===== config.mk =====
export PLATFORM = sky130hd
export DESIGN_NAME = ism_cell
export DESIGN_NICKNAME = d
export VERILOG_FILES = /design/src/interval_sort_merge_macros.svh /design/src/ism_pkg.sv /design/src/ism_cell.sv
export SDC_FILE = /design/constraint.sdc
export NUM_CORES = 1
export LEC_CHECK = 0
export BUFFER_PORTS_ARGS = -buffer_cell sky130_fd_sc_hd__buf_2
export CAP_MARGIN = 20
export CORE_MARGIN = 1
export CORE_UTILIZATION = 44
export DETAILED_ROUTE_END_ITERATION = 16
export PLACE_DENSITY = 0.82
export SYNTH_ARGS = -nofsm -noshare
export SYNTH_HDL_FRONTEND = slang
export SYNTH_SLANG_ARGS = --single-unit

===== constraint.sdc =====
create_clock -name clock -period 6.1 [get_ports clock]
set_input_delay 1.22 -clock clock [delete_from_list [all_inputs] [get_ports clock]]
set_output_delay 1.22 -clock clock [all_outputs]
set_load 0.01 [all_outputs]

===== src/interval_sort_merge_macros.svh =====
// ---------------------------------------------------------------------------
// interval_sort_merge_macros
// assertion macros shared by the interval sort and merge block
// ---------------------------------------------------------------------------
`ifndef INTERVAL_SORT_MERGE_MACROS_SVH
`define INTERVAL_SORT_MERGE_MACROS_SVH

// same-cycle implication, disabled during reset
`define ISM_ASSERT_IMP(label, clk, rst, ante, cons) \
   label: assert property (@(posedge clk) disable iff (rst) (ante) |-> (cons)) \
      else $error("interval_sort_merge: same-cycle check failed");

// next-cycle implication, disabled during reset
`define ISM_ASSERT_NXT(label, clk, rst, ante, cons) \
   label: assert property (@(posedge clk) disable iff (rst) (ante) |=> (cons)) \
      else $error("interval_sort_merge: next-cycle check failed");

`endif


===== src/ism_pkg.sv =====
// ---------------------------------------------------------------------------
// ism_pkg
// types and constants of the interval sort and merge block
// ---------------------------------------------------------------------------
package ism_pkg;

   localparam int POS_W = 31;

   // one stored interval
   typedef struct packed {
      logic             valid;
      logic [POS_W-1:0] start;
      logic [POS_W-1:0] stop;
      logic             open;
   } entry_type;

   // per-cycle command to the cell row
   typedef struct packed {
      logic insert;
      logic pop;
   } cell_ctrl_type;

   // block state, one-hot
   typedef enum logic [1:0] {
      ST_LOAD  = 2'b01,
      ST_DRAIN = 2'b10
   } state_type;

   localparam entry_type EMPTY_ENTRY = '{valid: 1'b0, start: '0, stop: '0, open: 1'b0};

endpackage


===== src/ism_cell.sv =====
// ---------------------------------------------------------------------------
// ism_cell
// one slot of the sorting row: holds an interval, takes the new one or its
// left neighbor on insert, takes its right neighbor on pop
// ---------------------------------------------------------------------------
module ism_cell
   import ism_pkg::*;
(
   input  logic          clock,
   input  logic          reset,
   input  cell_ctrl_type ctrl,
   input  entry_type     new_entry,
   input  entry_type     prev_entry,
   input  logic          prev_gt,
   input  entry_type     next_entry,
   output entry_type     entry,
   output logic          gt
);

   entry_type entry_ff;
   entry_type entry_in;

   // empty slots count as greater so the row fills from the left
   assign gt    = !entry_ff.valid || (entry_ff.start > new_entry.start);
   assign entry = entry_ff;

   // next slot content
   always_comb begin
      entry_in = entry_ff;
      if (ctrl.insert && gt) begin
         entry_in = prev_gt ? prev_entry : new_entry;
      end else if (ctrl.pop) begin
         entry_in = next_entry;
      end
   end

   // slot register, only the valid flag is reset
   always_ff @(posedge clock) begin
      if (reset) begin
         entry_ff.valid <= 1'b0;
      end else begin
         entry_ff.valid <= entry_in.valid;
      end
      entry_ff.start <= entry_in.start;
      entry_ff.stop  <= entry_in.stop;
      entry_ff.open  <= entry_in.open;
   end

endmodule


; Word level (Yosys, flattened, before mapping)
; Index checks and enable logic that the tools add are counted.
[op_classes]
add_sub_neg = 0
multipliers = 0
div_mod_pow = 0
magnitude_cmp = 1
eq_ne = 0
shift = 0
n_mux = 3
n_bitwise = 0
n_reduce_logical = 4
[op_table]
columns = cell, n
row1 = $mux W64, 3
row2 = $gt A31 B31 Y1, 1
row3 = $reduce_bool A2 Y1, 1
row4 = $logic_and A1 B1 Y1, 1
row5 = $logic_not A1 Y1, 1
row6 = $logic_or A1 B1 Y1, 1
[word_totals]
reg_bits = 64
latchBits = 0
ramBits = 0
romBits = 0
in_bits = 197
out_inout_bits = 65
wordCells = 12
n_memories = 0

; Logic depth before layout (Yosys ltp)
[depth]
depth_word = 4
mapped_depth = 10
depth_no_buf = 8

; Least setup slack after synthesis
; OpenSTA, ideal clock, no wires.
[synth_path]
kind = input -> register
from = in new_entry[62] (netlist name)
to = reg entry_ff, in the netlist entry[0], enable pin
setup_time_ns = 0.431
arrival_ns = 4.296
required_ns = 5.669
slack_ns = 1.373
path_stages = 9
path_buffers = 1
path_cell_list = inv_1 ha_1 nand4_2 or4_4 nor4b_1 a21oi_2 buf_6 nand2_1 nand2b_1
[synth_via]
elab_chain_cells = 4
[synth_lines]
columns = item, line
row1 = from (decl), ism_cell.sv:12  ; input entry_type new_entry,
row2 = $gt A31 B31 Y1, ism_cell.sv:24  ; assign gt = !entry_ff.valid || (entry_ff.start > new_entry.start);
row3 = $logic_or A1 B1 Y1, ism_cell.sv:24
row4 = $logic_and A1 B1 Y1, ism_cell.sv:30  ; if (ctrl.insert && gt) begin
row5 = $reduce_bool A2 Y1 (no source line), -
row6 = to (decl), ism_cell.sv:20  ; entry_type entry_ff;
; Every way passes these cells.
; A chain may end at the register's enable or synchronous reset.

; Worst setup path in the final report
[layout_path]
from = in new_entry[62] (netlist name)
to = out gt
[layout_via]
elab_chain_cells = 2
[layout_lines]
columns = item, line
row1 = $gt A31 B31 Y1, ism_cell.sv:24
row2 = $logic_or A1 B1 Y1, ism_cell.sv:24
row3 = to (decl), ism_cell.sv:17  ; output logic gt
; Every way passes these cells.

==> summary.md <==
| Metric | Value |
|---|---|
| Setup TNS | 0 ns |
| Worst setup SP type | primary input |
| Post-Route WL | around 13000 um |
| RSZ-0062 raised after global routing | no |
| Via density | 5.58 |
| Outcome | finished clean |
| Post-synthesis register bit count | 64 |
| FMAX | about 0.23 GHz |
| Crit path DAT | roughly 3.2 ns |
| Worst slew pin tran | 1.10 ns |
| WS Path Type | in -> out |
| Tmin final | approximately 4.4 ns |
| Top FF cell, synth | edfxtp_1 |
| Mapped Nets | between 600 and 700 |
| HP Class | reg -> reg |
| CTS tree | yes |
| Reg power frac | 0.416 |
| Area Overhead vs Synth | 35.4% |
| Final #Nets | 877 |
| Cells after Synth | a little over 400 |
| Largest net degree at the start of global routing | 66 |
| PortBufs | 261 |
| Clk network pwr share | 0.261 |
| Distinct cells, synth | 37 |
| Largest register FFs | 64 |
| H-tree levels | 3 |
| Hold-fix buffers, CTS | 0 |
| Crit-path cells | buf_2 > inv_1 > ha_1 > nand4_2 > or4_4 > nor4b_1 > nand2_1 > o211a_2 > buf_2 |
| RePlAce Congestion | around 0.84 |
| Hold Vio Cnt, Final | 0 |
| Setup violations, final | 0 |
| PD cells | between 200 and 300 nW/um^2 |
| Crit path required time | between 4 and 5 ns |
| Number of global-route vias before repair | approximately 4200 |
| EDFF count, synth | 63 |
| WHS | approximately 0.63 ns |
| Routed length per instance | between 15 and 20 um |
| IO Pins | roughly 260 |
| Die area | about 10000 sq um |
| VDD IR max | about 120 uV |
| Delay of the slowest critical-path stage | just over 0.6 ns |
| Reg2Reg Depth | 8 |
| Int Power | approximately 0.001 W |
| Hold Path Stages | 2 |
| Crit. End Element | primary output |
| Critical path's slowest cell | or4_4 |
| Clk slew on worst S/H paths | 0.06 ns |
| Clock root cell | clkbuf_8 |
| Ys async rst share | 0 |
| Tcrit/Tclk final | 0.720 |
| CP dominant cell by count | buf_2 |
| Clock buffer depth | 2 |
| Sw power | around 0.00047 W |
| Worst path bufs/invs | 3 |
| Die H | about 100 um |
| Initial Util | 0.461 |
| Post-CTS setup buffers | 0 |
| Cell depth of the worst setup path | 9 |
| Resize count post-CTS | 0 |
| Max_slew headroom | 0.266 |
| Register area share after synthesis | 0.443 |
| DP Wirelength | between 9000 and 10000 um |
| Total Routing Usage GR | 0.257 |
| Pre-antenna DRT Iters | 4 |
| Antenna violations before repair | 0 |
| GRT overflow | 0 |
| Total of max-cap violations | 0 |
| First-pass GRT wire length | 20000 um |
| Antenna viol nets, final | 0 |
| 1st-iter DRT viols | 208 |
| Synthesized area per cell | ~11 sq um |
| Max FO, Critical Path | 5 |
| Static Leak | approximately 2.9 nW |
| Total core area | 9370 sq um |
| CP top delay family | simple AND/OR/NAND/NOR gates |
| Clock Latency Late Sink | about 0.33 ns |
| Die Span X | ~100 um |
| TritonCTS Buffers | 9 |
| DRC viols | 0 |
| CTS sink cnt | 64 |
| Mapped Area | approximately 4300 sq um |
| Cell Rows | 35 |
| Antenna diode count | 0 |
| Final setup skew | about 0.016 ns |
| Share of cells above drive strength 1 | 0.433 |
| Combinational power share | 0.323 |
| Final slew viol count | 0 |
| Switching part of the total | 0.317 |
| Ys Warns | 0 |
| Via count | roughly 4400 |
power groups by stage:
stage	registers, W	clock network, W	logic (W)
floorplan	0.000655	0	0.000242
global placement	0.000617	0	0.000457
detailed placement	0.000620	0	0.000474
CTS	0.000611	0.000390	0.000475
global route	0.000618	0.000410	0.000521
finish	0.000611	0.000384	0.000474
final timing paths:
check | from | slack (ns) | end
worst min register to register | entry[63] | 0.63 | entry[63]
worst max register to register | entry[61] | 2.61 | entry[51]
worst max-delay path | new_entry[62] | 1.71 | gt
worst min-delay path | entry[63] | 0.63 | entry[63]
through the flow:
| step | worst slack [ns] | utilization | instances | instance area, sq um | power (W) |
|---|---|---|---|---|---|
| after floorplan | 1.37 | - | 408 | 4320 | 0.000897 |
| final | 1.71 | 0.624 | 782 | 5850 | 0.00147 |
| after global routing | 1.55 | 0.624 | 782 | 5850 | 0.00155 |
| after detailed placement | 1.66 | 0.603 | 767 | 5650 | 0.00109 |
| after CTS | 1.65 | 0.624 | 782 | 5850 | 0.00148 |
| after global placement | 1.70 | 0.603 | 767 | 5650 | 0.00107 |
cell families (layout without fill, tap and decap cells):
family                   after synthesis  in the layout  share of synthesized area
AO/OA/AOI/OAI                        152            152                      0.205
buffers and inverters                 67            312                     0.0710
multiplexers                          65             65                      0.151
flip-flops                            64             64                      0.443
adder cells (fa/ha/maj)               31             31                     0.0898
AND/OR/NAND/NOR                       29             29                     0.0403
layout by cell type (no fill, tap or decap), drive strengths merged, types with 2 or more instances in the layout:
cell type and count:
a21o 2, a21oi 74, a31oi 64, buf 265, bufinv 2, clkbuf 10, clkinv 3, edfxtp 63
ha 31, inv 32, mux2i 65, nand2 8, nand4 7, nor3 3, o21ai 4
tightest hold or removal path, stage by stage (launching register included):
cell     delay [ns]
dfxtp_1        0.36
mux2i_1        0.15
a21oi_1        0.08
per-layer routing:
metal  vias up  routed length (um)  GRT usage
met5         -                   0          0
met4         0                 273      0.101
met3        26                 964     0.0631
met2       220                7010      0.457
met1      2047                5240      0.294
li1       2067                   -          -
synthesized netlist by cell type (2+ instances only):
| cell type | count | area share |
|---|---|---|
| o21ai_0 | 4 | 0.0046 |
| ha_1 | 31 | 0.090 |
| mux2i_1 | 65 | 0.15 |
| nand2_1 | 8 | 0.0070 |
| buf_6 | 6 | 0.016 |
| inv_1 | 32 | 0.028 |
| nand4_1 | 6 | 0.0087 |
| nor3_1 | 3 | 0.0035 |
| a21o_1 | 2 | 0.0035 |
| a21oi_1 | 73 | 0.085 |
| edfxtp_1 | 63 | 0.44 |
| a31oi_1 | 64 | 0.093 |
| buf_2 | 8 | 0.0093 |
| clkbuf_1 | 20 | 0.017 |
layout make-up:
type	instances	area (sq um)
timing repair buffer	265	1340
multi-input combinational	277	2110
clock inverter	5	72.6
tap	129	161
fill	842	3520
inverter	32	120
sequential	64	1910
clock buffer	10	128
(Power assumes the default switching activity.)
