$ cat src/interval_sort_merge_macros.svh
// ---------------------------------------------------------------------------
// interval_sort_merge_macros
// assertion macros shared by the interval sort and merge block
// ---------------------------------------------------------------------------
`ifndef INTERVAL_SORT_MERGE_MACROS_SVH
`define INTERVAL_SORT_MERGE_MACROS_SVH

// same-cycle implication, disabled during reset
`define ISM_ASSERT_IMP(label, clk, rst, ante, cons) \
   label: assert property (@(posedge clk) disable iff (rst) (ante) |-> (cons)) \
      else $error("interval_sort_merge: same-cycle check failed");

// next-cycle implication, disabled during reset
`define ISM_ASSERT_NXT(label, clk, rst, ante, cons) \
   label: assert property (@(posedge clk) disable iff (rst) (ante) |=> (cons)) \
      else $error("interval_sort_merge: next-cycle check failed");

`endif

$ cat src/ism_pkg.sv
// ---------------------------------------------------------------------------
// ism_pkg
// types and constants of the interval sort and merge block
// ---------------------------------------------------------------------------
package ism_pkg;

   localparam int POS_W = 31;

   // one stored interval
   typedef struct packed {
      logic             valid;
      logic [POS_W-1:0] start;
      logic [POS_W-1:0] stop;
      logic             open;
   } entry_type;

   // per-cycle command to the cell row
   typedef struct packed {
      logic insert;
      logic pop;
   } cell_ctrl_type;

   // block state, one-hot
   typedef enum logic [1:0] {
      ST_LOAD  = 2'b01,
      ST_DRAIN = 2'b10
   } state_type;

   localparam entry_type EMPTY_ENTRY = '{valid: 1'b0, start: '0, stop: '0, open: 1'b0};

endpackage

$ cat src/ism_merge.sv
// ---------------------------------------------------------------------------
// ism_merge
// merges the sorted intervals popped from the head of the row and holds
// each finished interval in the output register
// ---------------------------------------------------------------------------
module ism_merge
   import ism_pkg::*;
(
   input  logic             clock,
   input  logic             reset,
   input  logic             drain,
   input  entry_type        head,
   input  logic             reject,
   output logic             pop,
   output logic             finish,
   output logic             rsp_tvalid,
   input  logic             rsp_tready,
   // rsp_tdata: merged_start[30:0], merged_end[61:31], merged_open[62], zero[63]
   output logic [63:0]      rsp_tdata,
   output logic             rsp_tlast,
   // rsp_tuser: rejected_any
   output logic             rsp_tuser
);

   entry_type        acc_ff, acc_in;
   logic             acc_valid_ff, acc_valid_in;
   logic             out_valid_ff, out_valid_in;
   logic [POS_W-1:0] out_start_ff, out_start_in;
   logic [POS_W-1:0] out_stop_ff, out_stop_in;
   logic             out_open_ff, out_open_in;
   logic             out_last_ff, out_last_in;
   logic             out_rej_ff, out_rej_in;
   logic             slot_free;
   logic             joins;
   logic             emit;

   assign slot_free = !out_valid_ff || rsp_tready;
   assign joins     = acc_ff.open || (head.start <= acc_ff.stop);

   // merge step
   always_comb begin
      acc_in       = acc_ff;
      acc_valid_in = acc_valid_ff;
      pop          = 1'b0;
      finish       = 1'b0;
      emit         = 1'b0;
      out_last_in  = 1'b0;
      if (drain) begin
         if (head.valid) begin
            if (acc_valid_ff && joins) begin
               pop = 1'b1;
               if (!acc_ff.open) begin
                  if (head.open) begin
                     acc_in.open = 1'b1;
                  end else if (head.stop > acc_ff.stop) begin
                     acc_in.stop = head.stop;
                  end
               end
            end else if (acc_valid_ff) begin
               if (slot_free) begin
                  emit   = 1'b1;
                  pop    = 1'b1;
                  acc_in = head;
               end
            end else begin
               pop          = 1'b1;
               acc_in       = head;
               acc_valid_in = 1'b1;
            end
         end else if (slot_free) begin
            emit         = 1'b1;
            out_last_in  = 1'b1;
            finish       = 1'b1;
            acc_valid_in = 1'b0;
         end
      end
   end

   // output register next values; empty set gives an all-zero interval
   always_comb begin
      out_valid_in = out_valid_ff && !rsp_tready;
      out_start_in = out_start_ff;
      out_stop_in  = out_stop_ff;
      out_open_in  = out_open_ff;
      out_rej_in   = out_rej_ff;
      if (emit) begin
         out_valid_in = 1'b1;
         out_start_in = acc_valid_ff ? acc_ff.start : '0;
         out_stop_in  = (acc_valid_ff && !acc_ff.open) ? acc_ff.stop : '0;
         out_open_in  = acc_valid_ff && acc_ff.open;
         out_rej_in   = reject;
      end
   end

   // control registers
   always_ff @(posedge clock) begin
      if (reset) begin
         acc_valid_ff <= 1'b0;
         out_valid_ff <= 1'b0;
      end else begin
         acc_valid_ff <= acc_valid_in;
         out_valid_ff <= out_valid_in;
      end
   end

   // payload registers
   always_ff @(posedge clock) begin
      acc_ff       <= acc_in;
      out_start_ff <= out_start_in;
      out_stop_ff  <= out_stop_in;
      out_open_ff  <= out_open_in;
      if (emit) begin
         out_last_ff <= out_last_in;
      end
      out_rej_ff   <= out_rej_in;
   end

   assign rsp_tvalid = out_valid_ff;
   assign rsp_tdata  = {1'b0, out_open_ff, out_stop_ff, out_start_ff};
   assign rsp_tlast  = out_last_ff;
   assign rsp_tuser  = out_rej_ff;

endmodule

$ cat config.mk
export PLATFORM = sky130hd
export DESIGN_NAME = ism_merge
export DESIGN_NICKNAME = d
export VERILOG_FILES = /design/src/interval_sort_merge_macros.svh /design/src/ism_pkg.sv /design/src/ism_merge.sv
export SDC_FILE = /design/constraint.sdc
export NUM_CORES = 1
export LEC_CHECK = 0
export BUFFER_PORTS_ARGS = -buffer_cell sky130_fd_sc_hd__buf_4
export CAP_MARGIN = 25
export CORE_ASPECT_RATIO = 1.2
export CORE_UTILIZATION = 50
export DETAILED_ROUTE_END_ITERATION = 8
export PLACE_DENSITY = 0.83
export SYNTH_ARGS = -nofsm -noshare
export SYNTH_HDL_FRONTEND = slang
export SYNTH_SLANG_ARGS = --single-unit
$ cat constraint.sdc
create_clock -name clock -period 6.2 [get_ports clock]
set_input_delay 0.31 -clock clock [delete_from_list [all_inputs] [get_ports clock]]
set_output_delay 0.31 -clock clock [all_outputs]
set_load 0.02 [all_outputs]
# == Word-level counts from Yosys, hierarchy flattened ==
# Cells that the tools add are included.
# word_totals
inputBits,69
regBits,130
out_inout_bits,69
elab_cells,55
# classes
order_cmp,2
n_mux,22
n_reduce_logical,14
bitwise_logic,1
eq_ne,6
# ops
operator,n
63-bit 2-to-1 mux,2
32-bit 2-to-1 mux,2
31-bit 2-to-1 mux,2
31-bit > comparator,1
31-bit less-or-equal comparator,1
1-bit 2-to-1 mux,16
2-bit != test (second input constant),3
3-bit AND reduction,2
6-bit AND reduction,1
1-bit logical AND,4
2-bit by 1-bit != test with 1-bit output (second input constant),2
4-bit AND reduction,1
1-bit zero test,3
3-bit by 1-bit != test with 1-bit output (second input constant),1
1-bit logical OR,2
2-bit nonzero test,1
1-bit NOT,1

# == Longest topological paths before layout ==
# Gate-level depths: netlist (run 1).
# logic_depth
depth_word,8
mapped_depth,9

# == Worst setup path before layout (run 1) ==
# OpenSTA, ideal clock, no wires.
# synth_timing
kind,reg-to-reg
start,register acc_ff[30] (netlist name)
end,"register out_open_ff, enable pin"
required_ns,5.690
arrival_time_ns,4.779
stages_incl_launch_ff,9
setup_slack_ns,0.911
setup_ns,0.510
period_less_slack_ns,5.289
path_cell_list,edfxtp_1 inv_1 ha_1 nand4_2 nor4_2 a21boi_2 o21ai_2 or2_4 a21oi_1
# synth_via
elab_chain_len,6
# synth_rtl
element,line,rtl
from (decl),ism_merge.sv:25,"entry_type acc_ff, acc_in;"
from (signal assigned),ism_merge.sv:108,acc_ff <= acc_in;
31-bit less-or-equal comparator,ism_merge.sv:38,assign joins = acc_ff.open || (head.start <= acc_ff.stop);
1-bit logical OR,ism_merge.sv:38,
1-bit logical AND,ism_merge.sv:50,if (acc_valid_ff && joins) begin
1-bit 2-to-1 mux,ism_merge.sv:50,
1-bit 2-to-1 mux,ism_merge.sv:49,if (head.valid) begin
1-bit 2-to-1 mux,ism_merge.sv:48,if (drain) begin
net emit,ism_merge.sv:35,logic emit;
to (signal assigned),ism_merge.sv:111,out_open_ff <= out_open_in;
to (decl),ism_merge.sv:30,"logic out_open_ff, out_open_in;"
# The timed path passes the listed nets, and every way through them passes these cells.
# A chain may end at the register's enable or synchronous reset.

# == Worst setup path after layout (run 1) ==
# layout_timing
start,register acc_ff[23] (netlist name)
end,"register out_stop_ff[6], enable pin"
# layout_via
elab_chain_len,6
# layout_rtl
element,line,rtl
31-bit less-or-equal comparator,ism_merge.sv:38,
1-bit logical OR,ism_merge.sv:38,
1-bit logical AND,ism_merge.sv:50,
1-bit 2-to-1 mux,ism_merge.sv:50,
1-bit 2-to-1 mux,ism_merge.sv:49,
1-bit 2-to-1 mux,ism_merge.sv:48,
net emit,ism_merge.sv:35,
to (signal assigned),ism_merge.sv:110,out_stop_ff <= out_stop_in;
to (decl),ism_merge.sv:29,"logic [POS_W-1:0] out_stop_ff, out_stop_in;"
# The timed path passes the listed nets, and every way through them passes these cells.

==> impl_metrics.yaml, run 1 <==
run_status:
  status: "complete, no violations"
min_path:
  min_path_cells: 1
  hold_end: "rsp_tuser"
  min-delay-path-class: "input pin to register"
  hp-start: "reject"
die:
  core.rowCount: 43
  core-area_um2: 11700
  dieArea_um2: 12600
  boundaryPins: 138
  start_util: 0.520
  die_y_um: 123
  die-width_um: 103
timing:
  worst_pin_slew_ns: 0.982
  fin_skew_ns: 0.00685
  finalCritPeriodShare: 0.549
  slew_headroom: 0.345
  slew_viol_final: 0
  setup_tns_ns: 0
  hold_viol: 0
  max_clock_freq_mhz: 294
  rsz0062_at_grt: "false"
  period_minus_slack_ns: 3.40
  final-setup-viol-count: 0
  fin_ws_ns: 2.80
synthesis:
  synth_top_area_frac: 0.630
  syn_inst: 451
  syn_area_um2: 6100
  synthesis.nets: 582
  ys_types: 42
  ys_seq_elements: 130
  yosysSeqAreaShare: 0.637
  synth_most_common_cell: "edfxtp_1"
  ys.flop_type: "edfxtp_1"
  synth_edf_count: 128
  synthTopCellsByCount: "128 x edfxtp_1, 62 x ha_1, 61 x and2_1"
  synthArstFlopShare: 0
  synth.largest_area_cell: "edfxtp_1"
  yosysWarnings: 0
  synth.avg_cell_area_um2: 13.5
  ys_top_cells_by_area: "edfxtp_1 63%, ha_1 13%, and2_1 6.3%, nor3_1 2.7%, inv_1 2.1%"
detailed_routing:
  num_vias: 4078
  drt-total-wl_um: 13200
  wl_per_cell_um: 17.3
  drcViolationCount: 0
  vias_per_cell: 5.34
  drtPass1Iterations: 4
  ant_nets: 0
  first_iter_violations: 210
placement:
  port_buffers: 136
  gp_congestion: 0.859
  detailedPlace.worstSlack_ns: 2.79
  place_inst: 732
  dp_hpwl_um: 9930
final_layout:
  seq_area_um2: 3880
  layoutNonFillerInstCount: 764
  fin_nets: 725
  syn2layout_area_growth_pct: 29.8
  fill_cells: 843
  multi_input_area_um2: 2030
  diodes: 0
  drive_gt1_frac: 0.297
setup_path:
  crit_buf_inv: 2
  path_cells: "inv_1 -> ha_1 -> nand4_1 -> nor4_2 -> a21boi_2 -> o21ai_2 -> or2_4 -> a21oi_4 -> buf_4"
  r2r-end: "out_stop_ff[6]"
  regToRegStartpoint: "acc_ff[23]"
  crit_required_ns: 6.25
  crit_family: "compound AO/OA/AOI/OAI gates"
  worst_r2r_path_depth: 9
  r2r_slack_ns: 2.80
  cp_slowest_cell: "buf_4"
  critPathMaxStageDelay_ns: 0.60
  startpoint_type: "register"
  crit_fanout: 49
  path_class: "register to register"
  endpoint_kind: "register"
  arrival_ns: 3.45
cts:
  cts_hold_buffers: 0
  cts.clk_slew.worst_paths_ns: 0.06
  clock-root-buffer: "clkbuf_16"
  ctsHtreeMaxLevel: 4
  cts_buffers: 17
  cts_sinks: 130
  post_cts_resized: 0
  cts_tree: "yes"
  insertion_delay_ns: 0.42
  cts_buffer_depth: 2
  cts_setup_buffers: 0
flow_run:
  drv_cap: 0
power:
  power.leakage_nw: 3.27
  power.density_nw_per_um2: 297
  ir_worst_vdd_mv: 0.191
global_routing:
  grt_max_degree: 50
  grt-ovfl-total: 0
  grt_first_pass_wirelength_um: 20000
  grt_pass1_vias: 4043
  grt_usage: 0.220
  antenna_found_initial: 0
-- per-layer routing --
layer,up-vias,part of all wire,global-route usage
met4,0,0.025,0.108
met5,-,0,0
met1,1917,0.41,0.268
li1,1954,-,-
met2,175,0.51,0.368
met3,32,0.063,0.0480
-- placed cells by master, fill, tap and decap left out, types with 2 or more instances in the layout --
cell and n:
edfxtp_1 128, a21o_1 2, nand2_1 18, nor2_1 11, bufinv_16 5, nand4_1 10
buf_4 140, a211oi_1 4, ha_1 62, nand3b_1 3, a221oi_1 3, clkinv_2 4
and2_1 61, inv_1 34, nor3_1 33, clkinv_1 4, nand2b_1 3, o311a_2 2
clkbuf_16 17, a21oi_1 22, nand3_1 8, dfxtp_1 2, o21ai_0 7
-- registers in the layout (all words and copies together), names as in the netlist --
name and flops:
out_stop_ff 31, rsp_tvalid 1, out_open_ff 1, out_start_ff 31, rsp_tlast 1, acc_valid_ff 1, rsp_tuser 1, acc_ff 63
-- through the flow --
step	area, um^2	total power, W	hold slack, ns	util
after floorplan	6100	0.00120	0.378	-
after global placement	7300	0.00130	0.494	0.622
after detailed placement	7300	0.00132	0.494	0.622
after CTS	7920	0.00236	0.0584	0.675
after global routing	7920	0.00242	0.0671	0.675
final	7920	0.00235	0.0744	0.675
-- area by class of cell --
cell class	instances	area share
flip-flops and latches	130	0.491
multi-input cells	270	0.256
repair buffers	140	0.133
clock buffers	18	0.0542
well taps	157	0.0248
clock inverters	14	0.0243
inverters	35	0.0169
-- report_power, final --
part / internal [W] / switching [W]
logic: 0.000112 / 0.000152
clock network: 0.000703 / 0.000349
registers: 0.00102 / 0.0000156
-- worst max-delay path by stage --
| stage | cells past startpoint | from | to |
|---|---|---|---|
| after global routing | 9 | acc_ff[21] | out_stop_ff[12] |
| after global placement | 9 | head[54] | out_start_ff[13] |
| after detailed placement | 10 | head[45] | out_start_ff[12] |
| after CTS | 9 | acc_ff[23] | out_start_ff[13] |
| after floorplan | 8 | acc_ff[30] | out_open_ff |
| final | 9 | acc_ff[23] | out_stop_ff[6] |
-- logic make-up (layout without fill, tap and decap cells) --
logic type,count (synthesis),after routing,share of synthesized area
flip-flops,130,130,0.637
other,1,1,0.000615
AO/OA/AOI/OAI,52,52,0.0582
buffers and inverters,51,207,0.0342
AND/OR/NAND/NOR,155,155,0.143
adder cells (fa/ha/maj),62,62,0.127
No activity file was read; power rests on OpenSTA's default activity.
==> run 2: changes to the inputs <==
--- a/config.mk
+++ b/config.mk
@@ -8,9 +8,9 @@
 export BUFFER_PORTS_ARGS = -buffer_cell sky130_fd_sc_hd__buf_4
 export CAP_MARGIN = 25
 export CORE_ASPECT_RATIO = 1.2
-export CORE_UTILIZATION = 50
+export CORE_UTILIZATION = 49
 export DETAILED_ROUTE_END_ITERATION = 8
-export PLACE_DENSITY = 0.83
+export PLACE_DENSITY = 0.84
 export SYNTH_ARGS = -nofsm -noshare
 export SYNTH_HDL_FRONTEND = slang
 export SYNTH_SLANG_ARGS = --single-unit
==> constraint.sdc (replaced) <==
create_clock -name clock -period 2.9 [get_ports clock]
set_input_delay 0.145 -clock clock [delete_from_list [all_inputs] [get_ports clock]]
set_output_delay 0.145 -clock clock [all_outputs]
set_load 0.02 [all_outputs]
==> impl_metrics.yaml, run 2 (synthesis gave the netlist of run 1 again) <==
cts:
  clock-root-buffer: "clkbuf_16"
  cts.clk_slew.worst_paths_ns: 0.06
  cts_buffer_depth: 2
  cts_tree: "yes"
  cts_buffers: 17
  cts_sinks: 130
  insertion_delay_ns: 0.42
  ctsHtreeMaxLevel: 4
timing:
  hold_viol: 0
  period_minus_slack_ns: 2.76
  finalCritPeriodShare: 0.952
  rsz0062_at_grt: "false"
  slew_headroom: 0.422
  worst_pin_slew_ns: 0.864
  max_clock_freq_mhz: 362
  final-setup-viol-count: 0
  fin_skew_ns: 0.00859
  slew_viol_final: 0
global_routing:
  antenna_found_initial: 2
  grt_use_met3: 0.0462
  grt_first_pass_wirelength_um: 22600
  grt.met1_usage: 0.282
  grt_usage: 0.234
  grt_pass1_vias: 4293
  use_met2: 0.405
  grt_busiest_layer: "met2"
  grt_max_degree: 52
  grt-ovfl-total: 0
final_layout:
  drive_gt1_frac: 0.306
  largest_reg_flops: 63
  fin_nets: 762
  syn2layout_area_growth_pct: 36.0
  layout_commonest_cell: "buf_4"
  seq_area_um2: 3880
  regMostFlops: "acc_ff"
  final_cell_mix: "142 x buf_4, 128 x edfxtp_1, 61 x and2_1"
  multi_input_area_um2: 2100
  fin_area_um2: 8300
  fill_cells: 851
  fin_util: 0.685
  largest_registers: "acc_ff (63), out_start_ff (31), out_stop_ff (31)"
power:
  power_frac_comb: 0.131
  power.density_nw_per_um2: 584
  power.leakage_nw: 3.40
  switching_power_w: 0.00120
  clkPwrFrac: 0.413
  intPower_w: 0.00364
  ir_worst_vdd_mv: 0.390
  switching_share: 0.248
  seq_power_share: 0.457
placement:
  dp_hpwl_um: 10300
  port_buffers: 136
  gp_congestion: 0.932
  place_area_um2: 7380
die:
  start_util: 0.504
  core.rowCount: 44
  boundaryPins: 138
  die-width_um: 104
  die_y_um: 124
  dieArea_um2: 12900
  core-area_um2: 12100
detailed_routing:
  drtPass1Iterations: 7
  ant_nets: 0
  first_iter_violations: 264
  drt-total-wl_um: 14500
  wl_per_cell_um: 18.0
  drcViolationCount: 0
  num_vias: 4273
  vias_per_cell: 5.29
setup_path:
  path_class: "register to output pin"
  crit_fanout: 5
  crit_required_ns: 2.76
  arrival_ns: 2.62
  r2r_slack_ns: 0.15
  endpoint_kind: "output pin"
  startpoint_type: "register"
flow_run:
  drv_cap: 0
min_path:
  min-delay-path-class: "input pin to register"
run_status:
  status: "complete, no violations"
[run 2: changes by cell type in the layout (fill, tap and decap cells not counted), sizes merged, moves of 2 or more]
cell,before,now
buf,140,143
clkinvlp,1,3
bufinv,5,1
diode,0,2
inv,35,39
dlygate4sd3,0,33
[run 2: final cells by class]
class / count / area share
clock buffers: 17 / 0.0513
repair buffers: 176 / 0.171
clock inverters: 15 / 0.0161
diodes: 2 / 0.000603
inverters: 35 / 0.0161
multi-input cells: 271 / 0.253
flip-flops and latches: 130 / 0.468
well taps: 161 / 0.0243
[run 2: layer usage]
| metal | wire [um] | up-vias |
|---|---|---|
| met5 | 0 | - |
| met4 | 321 | 0 |
| met3 | 658 | 29 |
| met2 | 7550 | 161 |
| met1 | 6000 | 2042 |
| li1 | - | 2041 |
[run 2: critical path, stage by stage, from the launching register on]
cell and delay [ns]:
edfxtp_1 0.33, inv_1 0.11, ha_1 0.30, nand4_1 0.16
nor4_2 0.37, a21boi_2 0.23, o21ai_2 0.12, o311a_2 0.41
buf_4 0.17
[run 2: power groups by stage]
stage	Sequential (W)	Combinational (W)	Clock, W
after global placement	0.00225	0.000557	0
after CTS	0.00221	0.000623	0.00201
after detailed placement	0.00225	0.000581	0
after floorplan	0.00230	0.000270	0
after global routing	0.00222	0.000691	0.00207
final	0.00221	0.000633	0.00200
[run 2: final timing paths]
kind | startpoint | to | cells after the start
worst max register to register | acc_ff[21] | acc_ff[15] | 9
worst min register to register | acc_ff[49] | out_start_ff[17] | 1
worst min-delay path | head[0] | acc_ff[0] | 2
worst max-delay path | acc_ff[20] | pop | 8
[run 2: timing repair]
item                                    4_1_cts  5_1_grt
endpoints found under the hold margin        34        0
buffers inserted                              0        0
gates resized for setup                       0        2
endpoints found under the setup margin        0       31
hold buffers                                 33        0
[run 2: per-stage QoR]
stage	std cells	worst slack, ns	total power, W	TNS, ns	hold WS (ns)
final	807	0.139	0.00484	0	0.00775
after global routing	807	0.0171	0.00498	0	0.00687
after CTS	804	0.139	0.00484	0	0.00000838
after detailed placement	739	0.164	0.00283	0	0.329
after global placement	739	0.263	0.00280	0	0.327
after floorplan	451	-0.221	0.00257	-18.65	0.213
==> run 3: changes to the inputs <==
==> constraint.sdc (replaced) <==
create_clock -name clock -period 2.9 [get_ports clock]
set_input_delay 0.29 -clock clock [delete_from_list [all_inputs] [get_ports clock]]
set_output_delay 0.29 -clock clock [all_outputs]
set_load 0.02 [all_outputs]
==> impl_metrics.yaml, run 3 (synthesis gave the netlist of run 1 again) <==
run_status:
  status: "complete, no violations"
power:
  power.leakage_nw: 3.31
  seq_power_share: 0.439
  intPower_w: 0.00387
  ir_worst_vdd_mv: 0.302
  switching_share: 0.231
  power.density_nw_per_um2: 621
  switching_power_w: 0.00116
  power_frac_comb: 0.122
  clkPwrFrac: 0.439
timing:
  worst_pin_slew_ns: 0.859
  hold_viol: 0
  slew_headroom: 0.426
  setup_tns_ns: 0
  final-setup-viol-count: 0
  fin_skew_ns: 0.00724
  max_clock_freq_mhz: 351
  period_minus_slack_ns: 2.85
  slew_viol_final: 0
  finalCritPeriodShare: 0.982
  rsz0062_at_grt: "true"
detailed_routing:
  num_vias: 4147
  drcViolationCount: 0
  drt-total-wl_um: 14200
  ant_nets: 0
  drtPass1Iterations: 5
  vias_per_cell: 5.36
  first_iter_violations: 219
  wl_per_cell_um: 18.4
final_layout:
  layoutNonFillerInstCount: 773
  largest_reg_flops: 63
  multi_input_area_um2: 2170
  largest_registers: "acc_ff (63), out_start_ff (31), out_stop_ff (31)"
  fin_nets: 730
  layout_commonest_cell: "buf_4"
  regMostFlops: "acc_ff"
  drive_gt1_frac: 0.335
  final_cell_mix: "142 x buf_4, 128 x edfxtp_1, 61 x and2_1"
  fill_cells: 876
  diodes: 0
  seq_area_um2: 3880
  syn2layout_area_growth_pct: 32.8
die:
  core.rowCount: 44
  die_y_um: 124
  die-width_um: 104
  core-area_um2: 12100
  start_util: 0.504
  dieArea_um2: 12900
  boundaryPins: 138
setup_path:
  crit_fanout: 4
  r2r_slack_ns: 0.12
  crit_required_ns: 2.61
  path_cells: "inv_1 -> ha_1 -> nand2_1 -> o21ai_0 -> a221oi_1 -> a21boi_2 -> o21ai_2 -> o311a_4 -> buf_4"
  path_class: "register to output pin"
  worst_r2r_path_depth: 10
  cp_slowest_cell: "a221oi_1"
  regToRegStartpoint: "acc_ff[11]"
  r2r-end: "acc_ff[29]"
  critPathMaxStageDelay_ns: 0.43
  startpoint_type: "register"
  arrival_ns: 2.56
  endpoint_kind: "output pin"
placement:
  dp_hpwl_um: 10300
  place_inst: 738
  gp_congestion: 0.866
  port_buffers: 136
min_path:
  hold_end: "rsp_tuser"
  min_path_cells: 1
  min-delay-path-class: "input pin to register"
  hp-start: "reject"
global_routing:
  grt_first_pass_wirelength_um: 22000
  grt_usage: 0.229
  antenna_found_initial: 0
  grt_max_degree: 52
  grt-ovfl-total: 0
  grt_pass1_vias: 4226
cts:
  cts_hold_buffers: 0
  cts_sinks: 130
  cts.clk_slew.worst_paths_ns: 0.06
  insertion_delay_ns: 0.42
  cts_buffers: 17
  ctsHtreeMaxLevel: 4
  cts_tree: "yes"
  cts_buffer_depth: 2
  clock-root-buffer: "clkbuf_16"
flow_run:
  drv_cap: 0
-- run 3: changes by cell type in the layout (fill, tap and decap cells not counted), moves of 3 or more --
cell and delta:
dlygate4sd3_1 -33, bufinv_16 +3, ha_1 -3, ha_4 +3
inv_1 -3, inv_2 +3, inv_6 -3
-- run 3: through the flow --
| step | worst slack [ns] | hold slack (ns) | instance area [um^2] | power (W) | util |
|---|---|---|---|---|---|
| 6_report | 0.0528 | 0.0472 | 8100 | 0.00503 | 0.669 |
| 5_1_grt | -0.0466 | 0.0371 | 8100 | 0.00519 | 0.669 |
| 4_1_cts | 0.0262 | 0.0360 | 8010 | 0.00503 | 0.662 |
| 3_5_place_dp | 0.101 | 0.472 | 7370 | 0.00283 | 0.609 |
| 3_3_place_gp | 0.250 | 0.475 | 7370 | 0.00280 | 0.609 |
| 2_1_floorplan | -0.221 | 0.358 | 6170 | 0.00257 | - |
-- run 3: critical path, delay by kind of cell (launching register included) --
kind,cells,cell delay [ns]
buf+inv,2,0.26
simple gates,1,0.15
flops,1,0.36
fa+ha+maj,1,0.27
compound gates,5,1.09
-- run 3: metal layers --
layer | vias to the layer above | GRT usage | routed length, um
met5 | - | 0 | 0
met4 | 0 | 0.139 | 669
met3 | 51 | 0.0536 | 792
met2 | 165 | 0.380 | 7250
met1 | 1968 | 0.270 | 5480
li1 | 1963 | - | -
-- run 3: layout make-up --
class                   instances  area share
inverters                      35      0.0165
flip-flops and latches        130       0.479
multi-input cells             271       0.268
clock inverters                15      0.0235
clock buffers                  17      0.0525
repair buffers                144       0.135
well taps                     161      0.0249
-- run 3: how the worst max path moves through the flow --
stage / cells past startpoint / end / slack [ns] / from
6_report: 9 / pop / 0.05 / acc_ff[11]
5_1_grt: 9 / pop / -0.05 / acc_ff[11]
4_1_cts: 8 / pop / 0.03 / acc_ff[30]
3_5_place_dp: 9 / acc_ff[23] / 0.10 / acc_ff[27]
3_3_place_gp: 9 / acc_ff[24] / 0.25 / head[58]
2_1_floorplan: 8 / out_open_ff / -0.22 / acc_ff[22]
-- run 3: what timing repair did --
item | in CTS | in global routing
endpoints found under the setup margin | 1 | 60
pin swaps | 2 | 6
setup buffers | 2 | 0
gates cloned | 0 | 1
resized for setup | 1 | 14
-- run 3: power groups by stage --
stage / Clock [W] / Combinational [W] / Sequential [W]
after floorplan: 0 / 0.000270 / 0.00230
after global routing: 0.00230 / 0.000668 / 0.00222
after detailed placement: 0 / 0.000583 / 0.00225
after CTS: 0.00223 / 0.000594 / 0.00221
final: 0.00221 / 0.000614 / 0.00221
after global placement: 0 / 0.000553 / 0.00224
